$ cat config.mk
export PLATFORM = sky130hd
export DESIGN_NAME = hex_lattice_gas_collision
export DESIGN_NICKNAME = d
export VERILOG_FILES = /design/src/hlgc_pkg.sv /design/src/hlgc_select.sv /design/src/hex_lattice_gas_collision.sv
export SDC_FILE = /design/constraint.sdc
export NUM_CORES = 1
export LEC_CHECK = 0
export BUFFER_PORTS_ARGS = -buffer_cell sky130_fd_sc_hd__buf_2
export CAP_MARGIN = 20
export CORE_MARGIN = 5
export CORE_UTILIZATION = 25
export DETAILED_ROUTE_END_ITERATION = 16
export PLACE_DENSITY = 0.45
export SLEW_MARGIN = 5
export SYNTH_ARGS = -nofsm -noshare
export SYNTH_HDL_FRONTEND = slang
export SYNTH_SLANG_ARGS = --single-unit
$ cat constraint.sdc
create_clock -name clock -period 5 [get_ports clock]
set_input_delay 0 -clock clock [delete_from_list [all_inputs] [get_ports clock]]
set_output_delay 0 -clock clock [all_outputs]
set_load 0.005 [all_outputs]
$ cat src/hlgc_pkg.sv
// Package for the hexagonal lattice gas collision block.
// Holds the direction momentum constants, the candidate class table and the
// selection thresholds. No dependencies.
package hlgc_pkg;

   localparam int NUM_DIRS   = 6;
   localparam int NUM_STATES = 64;

   // Integer momentum of each direction bit
   localparam int DIR_DX [NUM_DIRS] = '{-100, -50, 50, 100, 50, -50};
   localparam int DIR_DY [NUM_DIRS] = '{0, 87, 87, 0, -87, -87};

   // Number of candidates in a class
   localparam logic [1:0] CNT_ONE   = 2'd1;
   localparam logic [1:0] CNT_TWO   = 2'd2;
   localparam logic [1:0] CNT_THREE = 2'd3;

   // Rounding thresholds of round(r*(n-1)/65535), half up:
   // two candidates: k=1 for r >= 32768
   // three candidates: k=1 for r >= 16384, k=2 for r >= 49152
   localparam logic [15:0] SEL2_MID  = 16'd32768;
   localparam logic [15:0] SEL3_LOW  = 16'd16384;
   localparam logic [15:0] SEL3_HIGH = 16'd49152;

   // One class: count and up to three candidates in ascending order
   typedef struct packed {
      logic [1:0] count;
      logic [5:0] cand2;
      logic [5:0] cand1;
      logic [5:0] cand0;
   } class_type;

   typedef class_type [NUM_STATES-1:0] class_table_type;

   function automatic int ones_of(input int s);
      int c;
      c = 0;
      for (int d = 0; d < NUM_DIRS; d++) begin
         c += (s >> d) & 1;
      end
      return c;
   endfunction

   function automatic int mom_x(input int s);
      int x;
      x = 0;
      for (int d = 0; d < NUM_DIRS; d++) begin
         if (((s >> d) & 1) != 0) x += DIR_DX[d];
      end
      return x;
   endfunction

   function automatic int mom_y(input int s);
      int y;
      y = 0;
      for (int d = 0; d < NUM_DIRS; d++) begin
         if (((s >> d) & 1) != 0) y += DIR_DY[d];
      end
      return y;
   endfunction

   // Evaluated at elaboration: one class per input cell
   function automatic class_table_type build_table();
      class_table_type t;
      int n;
      t = '0;
      for (int c = 0; c < NUM_STATES; c++) begin
         n = 0;
         for (int s = 0; s < NUM_STATES; s++) begin
            if (ones_of(s) == ones_of(c) && mom_x(s) == -mom_x(c) &&
                mom_y(s) == -mom_y(c)) begin
               case (n)
                  0: t[c].cand0 = 6'(s);
                  1: t[c].cand1 = 6'(s);
                  default: t[c].cand2 = 6'(s);
               endcase
               n++;
            end
         end
         t[c].count = 2'(n);
      end
      return t;
   endfunction

   localparam class_table_type CLASS_TABLE = build_table();

endpackage

$ cat src/hlgc_select.sv
// Candidate lookup and random selection for one cell.
// Depends on hlgc_pkg (class table, thresholds).
module hlgc_select import hlgc_pkg::*; (
   input  logic [5:0]  cell_state,
   input  logic [15:0] random_fraction,
   output logic [5:0]  new_state
);

   class_type entry;

   // class of the incoming cell
   assign entry = CLASS_TABLE[cell_state];

   // pick candidate k by comparing the fraction against rounding thresholds
   always_comb begin
      case (entry.count)
         CNT_TWO: begin
            new_state = (random_fraction >= SEL2_MID) ? entry.cand1 : entry.cand0;
         end
         CNT_THREE: begin
            if (random_fraction >= SEL3_HIGH) new_state = entry.cand2;
            else if (random_fraction >= SEL3_LOW) new_state = entry.cand1;
            else new_state = entry.cand0;
         end
         default: begin
            new_state = entry.cand0;
         end
      endcase
   end

endmodule

$ cat src/hex_lattice_gas_collision.sv
// Top level of the hexagonal lattice gas collision block.
// Depends on hlgc_pkg and hlgc_select.

// A new cell word is taken every clock cycle (busy is high only during
// reset). Each result appears on rsp_new_state with rsp_valid high for one
// cycle, after passing through the input register and then the result
// register, with the class table lookup and the threshold select in
// between. The receiver cannot stall, so results must be captured when
// rsp_valid is high.
module hex_lattice_gas_collision import hlgc_pkg::*; (
   input  logic        clock,
   input  logic        reset,
   input  logic        start,
   output logic        busy,
   input  logic [5:0]  req_cell_state,
   input  logic [15:0] req_random_fraction,
   output logic        rsp_valid,
   output logic [5:0]  rsp_new_state
);

   logic        accept;
   logic        valid_ff, valid_in;
   logic [5:0]  cell_ff;
   logic [15:0] frac_ff;
   logic        rsp_valid_ff;
   logic [5:0]  rsp_state_ff, rsp_state_in;

   assign busy     = reset;
   assign accept   = start && !busy;
   assign valid_in = accept;

   // input register
   always_ff @(posedge clock) begin
      if (reset) begin
         valid_ff <= 1'b0;
      end else begin
         valid_ff <= valid_in;
      end
      if (accept) begin
         cell_ff <= req_cell_state;
         frac_ff <= req_random_fraction;
      end
   end

   // collision lookup
   hlgc_select u_select (
      .cell_state      (cell_ff),
      .random_fraction (frac_ff),
      .new_state       (rsp_state_in)
   );

   // result register
   always_ff @(posedge clock) begin
      if (reset) begin
         rsp_valid_ff <= 1'b0;
      end else begin
         rsp_valid_ff <= valid_ff;
      end
      rsp_state_ff <= rsp_state_in;
   end

   assign rsp_valid     = rsp_valid_ff;
   assign rsp_new_state = rsp_state_ff;

`ifndef SYNTHESIS
   // every taken word gives a result
   a_result_follows: assert property (@(posedge clock) disable iff (reset)
      accept |-> ##2 rsp_valid)
      else $error("missing result after accepted word");

   // no result without a taken word
   a_no_spurious: assert property (@(posedge clock) disable iff (reset)
      rsp_valid |-> $past(accept, 2))
      else $error("result without accepted word");

   // collision keeps the particle count
   a_count_kept: assert property (@(posedge clock) disable iff (reset)
      rsp_valid |-> $countones(rsp_new_state) == $countones($past(req_cell_state, 2)))
      else $error("particle count changed");
`endif

endmodule

Yosys cells after proc, flatten, opt, wreduce, memory -nomap -nowiden
Memories as Yosys holds them, arrays and structs flattened. A register that Yosys moved wholly into a read port is not among the register bits. Cells that the tools add are included.

Register bits after elaboration: 30. Memories kept: 1. Logic and storage cells: 20. Output and inout port bits: 8. Input port bits: 25. Memory bits (read-only): 1280.

Magnitude comparators: 4. Multiplexer cells: 6. Reduce and logical (&&, ||, !) cells: 2. Equality and inequality tests: 2.

Memories: (name not given) (depth 64, bits a word 20, read ports 1, clocked after Yosys merged registers in 1, wr ports 0, RTL line hlgc_select.sv:12) `assign entry = CLASS_TABLE[cell_state];`.

Operator list (number): $ge 16x16->1 const B (2); $mux 6 (4); $mux 20 (1); $ge 16x15->1 const B (1); $pmux 6 s2 (1); $lt 6x7->1 const B (1); $eq 2x2->1 const B (2); $logic_and 1x1->1 (1); $logic_not 1->1 (1).

Depth between registers and ports, before layout
Gate-level depths: netlist of run 1.

Word-level depth: 5. Mapped depth: 12. Depth with buffers taken out: 8.

Cells and area by module
Synthesis of run 1 repeated with hierarchy kept, for this count alone.

Cell total of the unflattened synthesis: 240. Area total of the unflattened synthesis: 2306.0 µm².

Modules (own cells, without submodules): hlgc_select (cells each 206, seq. area each 0.0 µm², instances 1, area an instance 1458.9 µm²); hex_lattice_gas_collision (cells each 34, seq. area each 820.8 µm², instances 1, area an instance 847.1 µm²).

Worst setup path before layout of run 1
OpenSTA, ideal clock, no wires.

Kind: input port to flip-flop. Start: input reset. End: register, netlist name u_select.entry[9]. Data required time: 4.877 ns. Path slack: 3.138 ns. Path buffers: 4. Stages on the path: 11. Arrival: 1.739 ns. Library setup time: 0.123 ns. Cell sequence: nand2b_4 -> buf_6 -> buf_6 -> mux2i_1 -> buf_2 -> inv_1 -> ha_1 -> clkbuf_1 -> mux2_2 -> a22oi_1 -> o22ai_1.

RTL lines: start, declared (RTL line hex_lattice_gas_collision.sv:12) `input logic reset,`.

==> results of run 1 <==
==> per-layer routing <==
metal	GRT usage (%)	routed length, um	vias to the layer above
met5	0	0	-
met4	3.57	51	0
met3	2.88	302	7
met2	16.3	2410	52
met1	15.5	2570	781
li1	-	-	844
==> flip-flops by register name, indices dropped and copies added, names as in the netlist <==
name / count
valid_ff: 1
frac_ff: 2
cell_ff: 6
rsp_valid: 1
u_select.entry: 16
rsp_new_state: 6
==> synthesized netlist by cell type (all sizes together), types with 2 or more instances <==
library cell	n	area share, %
o21ai	16	4.3
and3	2	0.62
edfxtp	8	12
a221oi	3	1.3
mux2	8	5.0
nand3b	2	0.75
nor3	3	0.75
xnor2	3	1.3
a32oi	3	1.3
buf	12	4.3
ha	7	4.3
inv	10	2.0
a31oi	4	1.2
nand3	7	1.7
a21oi	15	3.7
o22ai	2	0.62
dfxtp	24	24
a32o	2	0.99
nand2b	7	2.5
a22oi	5	2.1
o32ai	2	1.8
mux2i	9	5.7
o211ai	2	0.75
clkbuf	2	0.37
nor2	8	1.5
or4bb	2	1.1
nand2	22	4.1
o31ai	5	1.9
o221ai	3	1.3
==> repair_timing <==
item | CTS | global route
endpoints found under the hold margin | 9 | 0
setup endpoints to repair | 0 | 0
hold buffers | 9 | 0
==> worst paths after layout <==
kind | slack (ns) | startpoint | cells past startpoint | to
worst max-delay path | 2.46 | reset | 9 | u_select.entry[8]$_DFF_P_
worst min-delay path | 0.14 | start | 3 | valid_ff$_SDFF_PP0_
worst max register to register | 2.81 | cell_ff[1]$_DFFE_PN_ | 6 | u_select.entry[8]$_DFF_P_
worst min register to register | 0.45 | u_select.entry[3]$_DFF_P_ | 1 | rsp_new_state[3]$_DFF_P_
==> power by group <==
part           switching [mW]  internal, mW
clock network           0.107         0.148
logic                   0.112        0.0807
registers              0.0177         0.301
==> tightest hold or removal path, cell delays in order <==
cell and delay (ns):
buf_2 0.13, nand2b_4 0.18, inv_1 0.09
==> logic make-up after synthesis <==
logic type | count (synthesis) | synth area share (%)
and+or+nand+nor | 57 | 14.5
AOI/OAI and AO/OA | 74 | 26.7
muxes | 17 | 10.7
adders and majority gates | 7 | 4.35
DFF | 32 | 35.8
xor gates and xnor gates | 3 | 1.30
buffers and inverters | 24 | 6.65
==> cell type report <==
| cell class | instances | area, um2 | area share (%) |
|---|---|---|---|
| multi-input cells | 158 | 1160 | 49.4 |
| flip-flops and latches | 32 | 721 | 30.7 |
| repair buffers | 28 | 188 | 8.00 |
| well taps | 102 | 128 | 5.44 |
| clock buffers | 5 | 68.8 | 2.93 |
| clock inverters | 3 | 41.3 | 1.76 |
| inverters | 10 | 40.0 | 1.71 |
==> through the flow <==
stage	power [mW]	instance area, um2	util, %
6_report	0.766	2350	30.0
3_5_place_dp	0.512	2150	27.5
2_1_floorplan	0.459	2010	-
4_1_cts	0.773	2350	30.0
5_1_grt	0.811	2350	30.0
3_3_place_gp	0.512	2150	27.5
==> metrics, run 1 <==
fraction of layout cells with a size suffix above 1 19.1%; Area growth syn-to-layout 16.5%; status complete, no violations; synth warn 0; WP buf/inv 3; first-pass iteration count of the detailed router 4; FF+latch count, synth 32; detailed-route via count 1684; Max clock buf depth 2; sum of negative setup slack 0 ns; Leakage 0.912 nW; most frequent CP cell a22oi_1; Reg clk slew, reported paths 0.07 ns; most frequent cells in the layout dfxtp_1 (24), nand2_1 (22), buf_2 (18); fill count 833; Pins Over Slew Limit 0; worst stage delay on the critical path 0.53 ns; Synth Flop Type dfxtp_1; Peak Freq 393 MHz; Worst path top cell family by delay buffers and inverters; DRT Wirelength 5.34 mm; share of flip-flops with an asynchronous set or reset 0%; Slew headroom 36.0%; startpoint types input port; First DRT Iteration DRCs 163; Post-Layout Cell Count 338; WP data arrival 2.71 ns; Placement Setup Slack 2.70 ns; die height 99.8 um; Cells after Synth 214; critical path type input port to flip-flop; Total GRT Usage 11.0%; Post-synth EDFFs 8; Std-Cell Rows 32; synthesized area 2010 um2; vias per cell 4.98; Max FO, Critical Path 15; drt drc 0; P per Cell Area 327 nW/um2; Clk Latency, worst-skew pair 0.30 ns; worst-path cell chain dlygate4sd3_1 -> buf_2 -> nand2b_4 -> mux2i_2 -> inv_1 -> ha_1 -> mux2_2 -> a22oi_1 -> a22oi_1; DP Cell Count 321; Gates resized, CTS repair 0; clock root cell clkbuf_8; WP data required 5.17 ns; final net count 267; Core ar. 7810 um2; number of routed nets with antenna violations 0; syn nets 246; critical path capture point type flip-flop; hold slack 0.139 ns; initial antenna violation count 0; largest net degree at the start of global routing 18; final hold vios 0; clk sinks 32; Die X 99.8 um; Initial Util 25.8%; CTS tree yes; clock skew 0.0129 ns; Max H-tree Level 2; Tmin final 2.54 ns; Wirelength per Cell 15.8 um; fin crit share 50.9%; Die ar. 9950 um2; I/O pin total 33; Antenna Cells 0; worst hold path class input port to flip-flop; register area share after synthesis 35.8%; final setup margin 2.46 ns; CP max stage cell mux2i_2; vias in the first global route 1655; Avg Cell Area, Syn 9.41 um2; leading cell type in the layout, fill and taps excluded dfxtp_1; Setup Fix Bufs, Post-CTS 0; GR Overflow Total 0; maxcap violations 0; final setup fails 0; Port Buffers 18; Final GP Congestion 0.817; actual slew at the worst max-slew pin 0.941 ns; Synth cell types 57; first-pass GRT wire length 8.65 mm; Num CTS Buffers 5; RSZ-0062 raised after global routing no; worst vdd ir 0.000165 V; post-DP HPWL 3.72 mm
No activity file was read; power rests on OpenSTA's default activity.
==> inputs of run 2 (changes only) <==
--- a/config.mk
+++ b/config.mk
@@ -5,6 +5,7 @@
 export SDC_FILE = /design/constraint.sdc
 export NUM_CORES = 1
 export LEC_CHECK = 0
+export ABC_AREA = 1
 export BUFFER_PORTS_ARGS = -buffer_cell sky130_fd_sc_hd__buf_2
 export CAP_MARGIN = 20
 export CORE_MARGIN = 5
==> constraint.sdc (replaced) <==
create_clock -name clock -period 2.5 [get_ports clock]
set_input_delay 0 -clock clock [delete_from_list [all_inputs] [get_ports clock]]
set_output_delay 0 -clock clock [all_outputs]
set_load 0.005 [all_outputs]
==> metrics, run 2 <==
status complete, no violations (unchanged); leading cell type in the layout, fill and taps excluded nand2_1 (was dfxtp_1); post-DP HPWL 4.03 mm (was 3.72 mm); vias per cell 4.72 (was 4.98); critical path type input port to flip-flop (unchanged); number of routed nets with antenna violations 0 (unchanged); Core ar. 8220 um2 (was 7810 um2); cell taking the most area after synthesis dfxtp_1 (unchanged); Die ar. 10400 um2 (was 9950 um2); most frequent cells in the layout nand2_1 (97), inv_1 (36), nand3_1 (31) (was dfxtp_1 (24), nand2_1 (22), buf_2 (18)); sum of negative setup slack 0 ns (unchanged); largest net degree at the start of global routing 19 (was 18); Post-synth EDFFs 8 (unchanged); Area growth syn-to-layout 17.6% (was 16.5%); Max FO, Critical Path 5 (was 15); Final GP Congestion 0.868 (was 0.817); Tmin final 2.01 ns; vias in the first global route 2001 (was 1655); Switch Pwr 0.518 mW (was 0.237 mW); fin crit share 80.6%; startpoint types input port (unchanged); Leakage 1.21 nW (was 0.912 nW); die height 102 um (was 99.8 um); Avg Cell Area, Syn 7.04 um2 (was 9.41 um2); Cells after Synth 299 (was 214); Max H-tree Level 2 (unchanged); Initial Util 25.6% (was 25.8%); maxcap violations 0 (unchanged); First DRT Iteration DRCs 186 (was 163); syn nets 331 (was 246); critical path capture point type flip-flop (unchanged); Synth Flop Type dfxtp_1 (unchanged); synth warn 0 (unchanged); Gates resized, CTS repair 0 (unchanged); initial antenna violation count 0 (unchanged); DRT Wirelength 5.59 mm (was 5.34 mm); GR Overflow Total 0 (unchanged); flip-flop count of the largest register after layout 16 (unchanged); reg-to-reg endpoint u_select.entry[11]$_DFF_P_ (was u_select.entry[8]$_DFF_P_); worst setup path start reset (unchanged); Switching Share 35.0% (was 30.9%); Reg2Reg Depth 10 (was 6); worst vdd ir 0.000181 V (was 0.000165 V); Pins Over Slew Limit 0 (unchanged); clock root cell clkbuf_8 (unchanged); share of flip-flops with an asynchronous set or reset 0% (unchanged); WP data required 2.74 ns (was 5.17 ns); Wirelength per Cell 12.7 um (was 15.8 um); share of total power in the clock network 27.8% (was 33.2%); Peak Freq 496 MHz; Port Buffers 18 (unchanged); commonest cells in the netlist nand2_1 (97), inv_1 (36), nand3_1 (31) (was dfxtp_1 (24), nand2_1 (22), a21oi_1 (15)); CTS tree yes (unchanged); drt drc 0 (unchanged); Antenna Cells 0 (unchanged); P per Cell Area 598 nW/um2 (was 327 nW/um2); RR Startpoint cell_ff[1]$_DFFE_PN_ (unchanged); largest cells by area after synthesis dfxtp_1 (23%), nand2_1 (17%), edfxtp_1 (11%) (was dfxtp_1 (24%), edfxtp_1 (12%), ha_1 (4.3%)); final setup fails 0 (unchanged); first-pass iteration count of the detailed router 5 (was 4); Num CTS Buffers 5 (unchanged); FF+latch count, synth 32 (unchanged); worst hold path class input port to flip-flop (unchanged); detailed-route via count 2073 (was 1684); Total GRT Usage 11.6% (was 11.0%); Synth top area share 22.8% (was 23.9%); Slew headroom 61.8% (was 36.0%); Reg clk slew, reported paths 0.08 ns (was 0.07 ns); Setup Fix Bufs, Post-CTS 0 (unchanged); Die X 102 um (was 99.8 um); most frequent cell after synthesis nand2_1 (was dfxtp_1); first-pass GRT wire length 9.46 mm (was 8.65 mm); Std-Cell Rows 33 (was 32); final hold vios 0 (unchanged); RSZ-0062 raised after global routing no (unchanged); Seq pwr share 42.8% (was 41.6%); Setup crit end u_select.entry[11]$_DFF_P_ (was u_select.entry[8]$_DFF_P_); actual slew at the worst max-slew pin 0.571 ns (was 0.941 ns); clk sinks 32 (unchanged); final net count 365 (was 267); Max clock buf depth 2 (unchanged); clock skew 0.0108 ns (was 0.0129 ns); fraction of layout cells with a size suffix above 1 17.1% (was 19.1%); register area share after synthesis 34.2% (was 35.8%); Comb power frac 29.4% (was 25.2%); synthesized area 2110 um2 (was 2010 um2); hold slack 0.0217 ns (was 0.139 ns); Util after Layout 30.1% (was 30.0%); Post-CTS Hold Buffers 9 (unchanged); Synth cell types 33 (was 57); I/O pin total 33 (unchanged); flop2flop setup slack 0.73 ns (was 2.81 ns); WP data arrival 2.25 ns (was 2.71 ns); Clk Latency, worst-skew pair 0.30 ns (about the same); Internal Pwr Total 0.962 mW (was 0.530 mW)
==> run 2: cell count changes after synthesis, sizes merged, moves of 5 or more <==
cell,previous run,this run
a21oi,15,7
a22oi,5,0
inv,10,37
mux2,8,0
mux2i,9,0
nand2,22,110
nand2b,7,0
nand3,7,31
nand4,0,6
nor2,8,22
==> run 2: area by class of cell <==
type / instances / area (um2)
multi-input combinational: 221 / 1150
timing repair buffer: 36 / 248
tap: 105 / 131
fill: 878 / 5740
inverter: 37 / 139
clock inverter: 3 / 18.8
sequential: 32 / 721
clock buffer: 5 / 68.8
==> run 2: per-layer routing <==
layer | vias up | wire, um | global-route usage (%)
met5 | - | 0 | 0
met4 | 0 | 114 | 5.62
met3 | 12 | 343 | 2.13
met2 | 92 | 2520 | 18.5
met1 | 927 | 2610 | 14.9
li1 | 1042 | - | -
==> run 2: worst max-delay path, cell delays in order <==
cell	delay, ns
dlygate4sd3_1	0.53
buf_2	0.16
nor2_4	0.17
nand2_1	0.08
nand2_2	0.07
inv_1	0.09
ha_1	0.38
nand3_1	0.16
a21oi_1	0.30
nand2_1	0.12
nand2_1	0.09
nand2_1	0.05
nand2_1	0.06
==> run 2: how the worst min path moves through the flow <==
stage	from	to	cells past startpoint
3_5_place_dp	req_random_fraction[15]	frac_ff[15]$_DFFE_PN_	1
4_1_cts	start	valid_ff$_SDFF_PP0_	3
5_1_grt	start	valid_ff$_SDFF_PP0_	3
2_1_floorplan	reset	rsp_valid$_SDFF_PP0_	1
3_3_place_gp	req_random_fraction[15]	frac_ff[15]$_DFFE_PN_	1
6_report	start	valid_ff$_SDFF_PP0_	3
==> run 2: power by group through the flow <==
stage          Combinational, mW  Clock, mW  Sequential [mW]
5_1_grt                    0.489      0.447            0.643
3_3_place_gp               0.424          0            0.646
2_1_floorplan              0.299          0            0.644
6_report                   0.436      0.411            0.633
4_1_cts                    0.432      0.435            0.634
3_5_place_dp               0.420          0            0.645
==> run 2: kinds of logic (layout without fill, tap and decap cells) <==
family | after synthesis | count (layout) | share of synthesized area (%)
buffers and inverters | 46 | 81 | 11.2
adder cells (fa/ha/maj) | 7 | 7 | 4.16
flip-flops | 32 | 32 | 34.2
AND/OR/NAND/NOR | 172 | 172 | 37.7
AO/OA/AOI/OAI | 42 | 42 | 12.8
==> run 2: per-stage QoR <==
stage | std cells | setup slack, ns | area [um2] | power, mW
2_1_floorplan | 299 | 0.822 | 2110 | 0.943
5_1_grt | 439 | 0.221 | 2480 | 1.58
3_5_place_dp | 422 | 0.717 | 2300 | 1.06
4_1_cts | 439 | 0.499 | 2480 | 1.50
6_report | 439 | 0.485 | 2480 | 1.48
3_3_place_gp | 422 | 0.743 | 2300 | 1.07
==> inputs of run 3 (changes only) <==
==> constraint.sdc (replaced) <==
create_clock -name clock -period 1.93 [get_ports clock]
set_input_delay 0 -clock clock [delete_from_list [all_inputs] [get_ports clock]]
set_output_delay 0 -clock clock [all_outputs]
set_load 0.005 [all_outputs]
==> metrics, run 3 (synthesis results as in run 2) <==
Comb power frac 28.5% (was 29.4%); vias in the first global route 1950 (was 2001); clock skew 0.00735 ns (was 0.0108 ns); Util after Layout 30.6% (was 30.1%); final setup margin 0.254 ns (was 0.485 ns); DP Cell Count 425 (was 422); Antenna Cells 0 (unchanged); Max clock buf depth 2 (unchanged); status complete, no violations (unchanged); Reg clk slew, reported paths 0.08 ns (about the same); Internal Pwr Total 1.33 mW (was 0.962 mW); Area growth syn-to-layout 19.5% (was 17.6%); Num CTS Buffers 5 (unchanged); final net count 368 (was 365); First DRT Iteration DRCs 218 (was 186); actual slew at the worst max-slew pin 0.465 ns (was 0.571 ns); Clk Latency, worst-skew pair 0.29 ns (was 0.30 ns); maxcap violations 0 (unchanged); Leakage 1.23 nW (was 1.21 nW); I/O pin total 33 (unchanged); Post-Layout Cell Count 442 (was 439); most frequent cells in the layout nand2_1 (97), inv_1 (36), nand3_1 (31) (unchanged); fraction of layout cells with a size suffix above 1 17.8% (was 17.1%); Peak Freq 597 MHz; Pins Over Slew Limit 0 (unchanged); drt drc 0 (unchanged); clock root cell clkbuf_8 (unchanged); CTS tree yes (unchanged); sum of negative setup slack 0 ns (unchanged); P per Cell Area 792 nW/um2 (was 598 nW/um2); Total GRT Usage 11.3% (was 11.6%); post-place instance area 2320 um2 (was 2300 um2); Die ar. 10400 um2 (unchanged); Initial Util 25.6% (unchanged); Setup Fix Bufs, Post-CTS 0 (unchanged); first-pass GRT wire length 9.20 mm (was 9.46 mm); WP data required 2.10 ns (was 2.74 ns); WP data arrival 1.85 ns (was 2.25 ns); share of total power in the clock network 30.4% (was 27.8%); post-DP HPWL 4.10 mm (was 4.03 mm); Port Buffers 18 (unchanged); worst stage delay on the critical path 0.52 ns (was 0.53 ns); largest net degree at the start of global routing 19 (unchanged); Final GP Congestion 0.853 (was 0.868); Worst path top cell family by delay buffers and inverters (was simple AND/OR/NAND/NOR gates); most frequent CP cell nand2_1 (unchanged); leading cell type in the layout, fill and taps excluded nand2_1 (unchanged); vias per cell 4.59 (was 4.72); clk sinks 32 (unchanged); final setup fails 0 (unchanged); fin area 2520 um2 (was 2480 um2); fin crit share 86.8%; Slew headroom 68.9% (was 61.8%); WP buf/inv 3 (unchanged); Wirelength per Cell 12.4 um (was 12.7 um); Tmin final 1.68 ns; Die X 102 um (unchanged); Placement Setup Slack 0.218 ns (was 0.717 ns); Seq pwr share 41.1% (was 42.8%); CP max stage cell dlygate4sd3_1 (unchanged); Post-CTS Hold Buffers 9 (unchanged); Gates resized, CTS repair 0 (unchanged); startpoint types input port (unchanged); worst-path cell chain dlygate4sd3_1 -> buf_2 -> nand2_1 -> nand2_1 -> inv_1 -> ha_1 -> nand3_1 -> a21oi_1 -> nand2_1 -> nand3_1 -> nand2_1 (was dlygate4sd3_1 -> buf_2 -> nor2_4 -> nand2_1 -> nand2_2 -> inv_1 -> ha_1 -> nand3_1 -> a21oi_1 -> nand2_1 -> nand2_1 -> nand2_1 -> nand2_1); first-pass iteration count of the detailed router 4 (was 5); Std-Cell Rows 33 (unchanged); detailed-route via count 2030 (was 2073); number of routed nets with antenna violations 0 (unchanged); RSZ-0062 raised after global routing no (unchanged); die height 102 um (unchanged); Switch Pwr 0.662 mW (was 0.518 mW); Switching Share 33.2% (was 35.0%); worst hold path class input port to flip-flop (unchanged); Core ar. 8220 um2 (unchanged); final hold vios 0 (unchanged); critical path capture point type flip-flop (unchanged); flip-flop count of the largest register after layout 16 (unchanged); initial antenna violation count 0 (unchanged); DRT Wirelength 5.50 mm (was 5.59 mm); Max FO, Critical Path 5 (unchanged); Max H-tree Level 2 (unchanged); worst vdd ir 0.000296 V (was 0.000181 V); GR Overflow Total 0 (unchanged); critical path type input port to flip-flop (unchanged)
run 3: cell count changes in the layout (fill, tap and decap cells not counted), sizes merged:
cell,delta
buf,+3
clkinv,-2
clkbuf,+1
inv,+1
run 3: power groups by stage:
| stage | clock (mW) | combinational (mW) | sequential (mW) |
|---|---|---|---|
| final | 0.606 | 0.568 | 0.819 |
| after global routing | 0.650 | 0.641 | 0.832 |
| after CTS | 0.621 | 0.567 | 0.820 |
| after detailed placement | 0 | 0.552 | 0.835 |
| after global placement | 0 | 0.559 | 0.836 |
| after floorplan | 0 | 0.387 | 0.835 |
run 3: per-layer routing:
metal  GRT usage [%]  vias up  routed length [um]
li1                -     1054                   -
met1            14.3      890                2550
met2            18.4       74                2480
met3            2.55       12                 319
met4            4.91        0                 150
met5               0        -                   0
run 3: worst reg2reg max path, stage by stage (launching register included):
cell and delay, ns:
edfxtp_1 0.38, nand2_1 0.09, nand2_2 0.06, inv_1 0.08, buf_4 0.13, ha_1 0.27, nand2_1 0.11, nor2_1 0.24
nor2_1 0.08, o21ai_1 0.16
run 3: worst paths after layout:
kind / start / endpoint / slack (ns) / cells past startpoint
max reg2reg: cell_ff[1]$_DFFE_PN_ / u_select.entry[1]$_DFF_P_ / 0.26 / 9
max: req_cell_state[0] / u_select.entry[18]$_DFF_P_ / 0.25 / 11
min: start / valid_ff$_SDFF_PP0_ / 0.03 / 3
min reg2reg: valid_ff$_SDFF_PP0_ / rsp_valid$_SDFF_PP0_ / 0.41 / 2
run 3: area by class of cell:
class	count	area, um2
multi-input cells	221	1150
flip-flops and latches	32	721
inverters	37	139
clock buffers	6	93.8
clock inverters	2	11.3
repair buffers	39	270
fillers	881	5700
well taps	105	131
run 3: metrics by stage:
step | power, mW | hold slack (ns)
floorplan | 1.22 | 0.0712
CTS | 2.01 | 0.0332
detailed placement | 1.39 | 0.181
finish | 1.99 | 0.0279
global placement | 1.39 | 0.180
global route | 2.12 | 0.0453
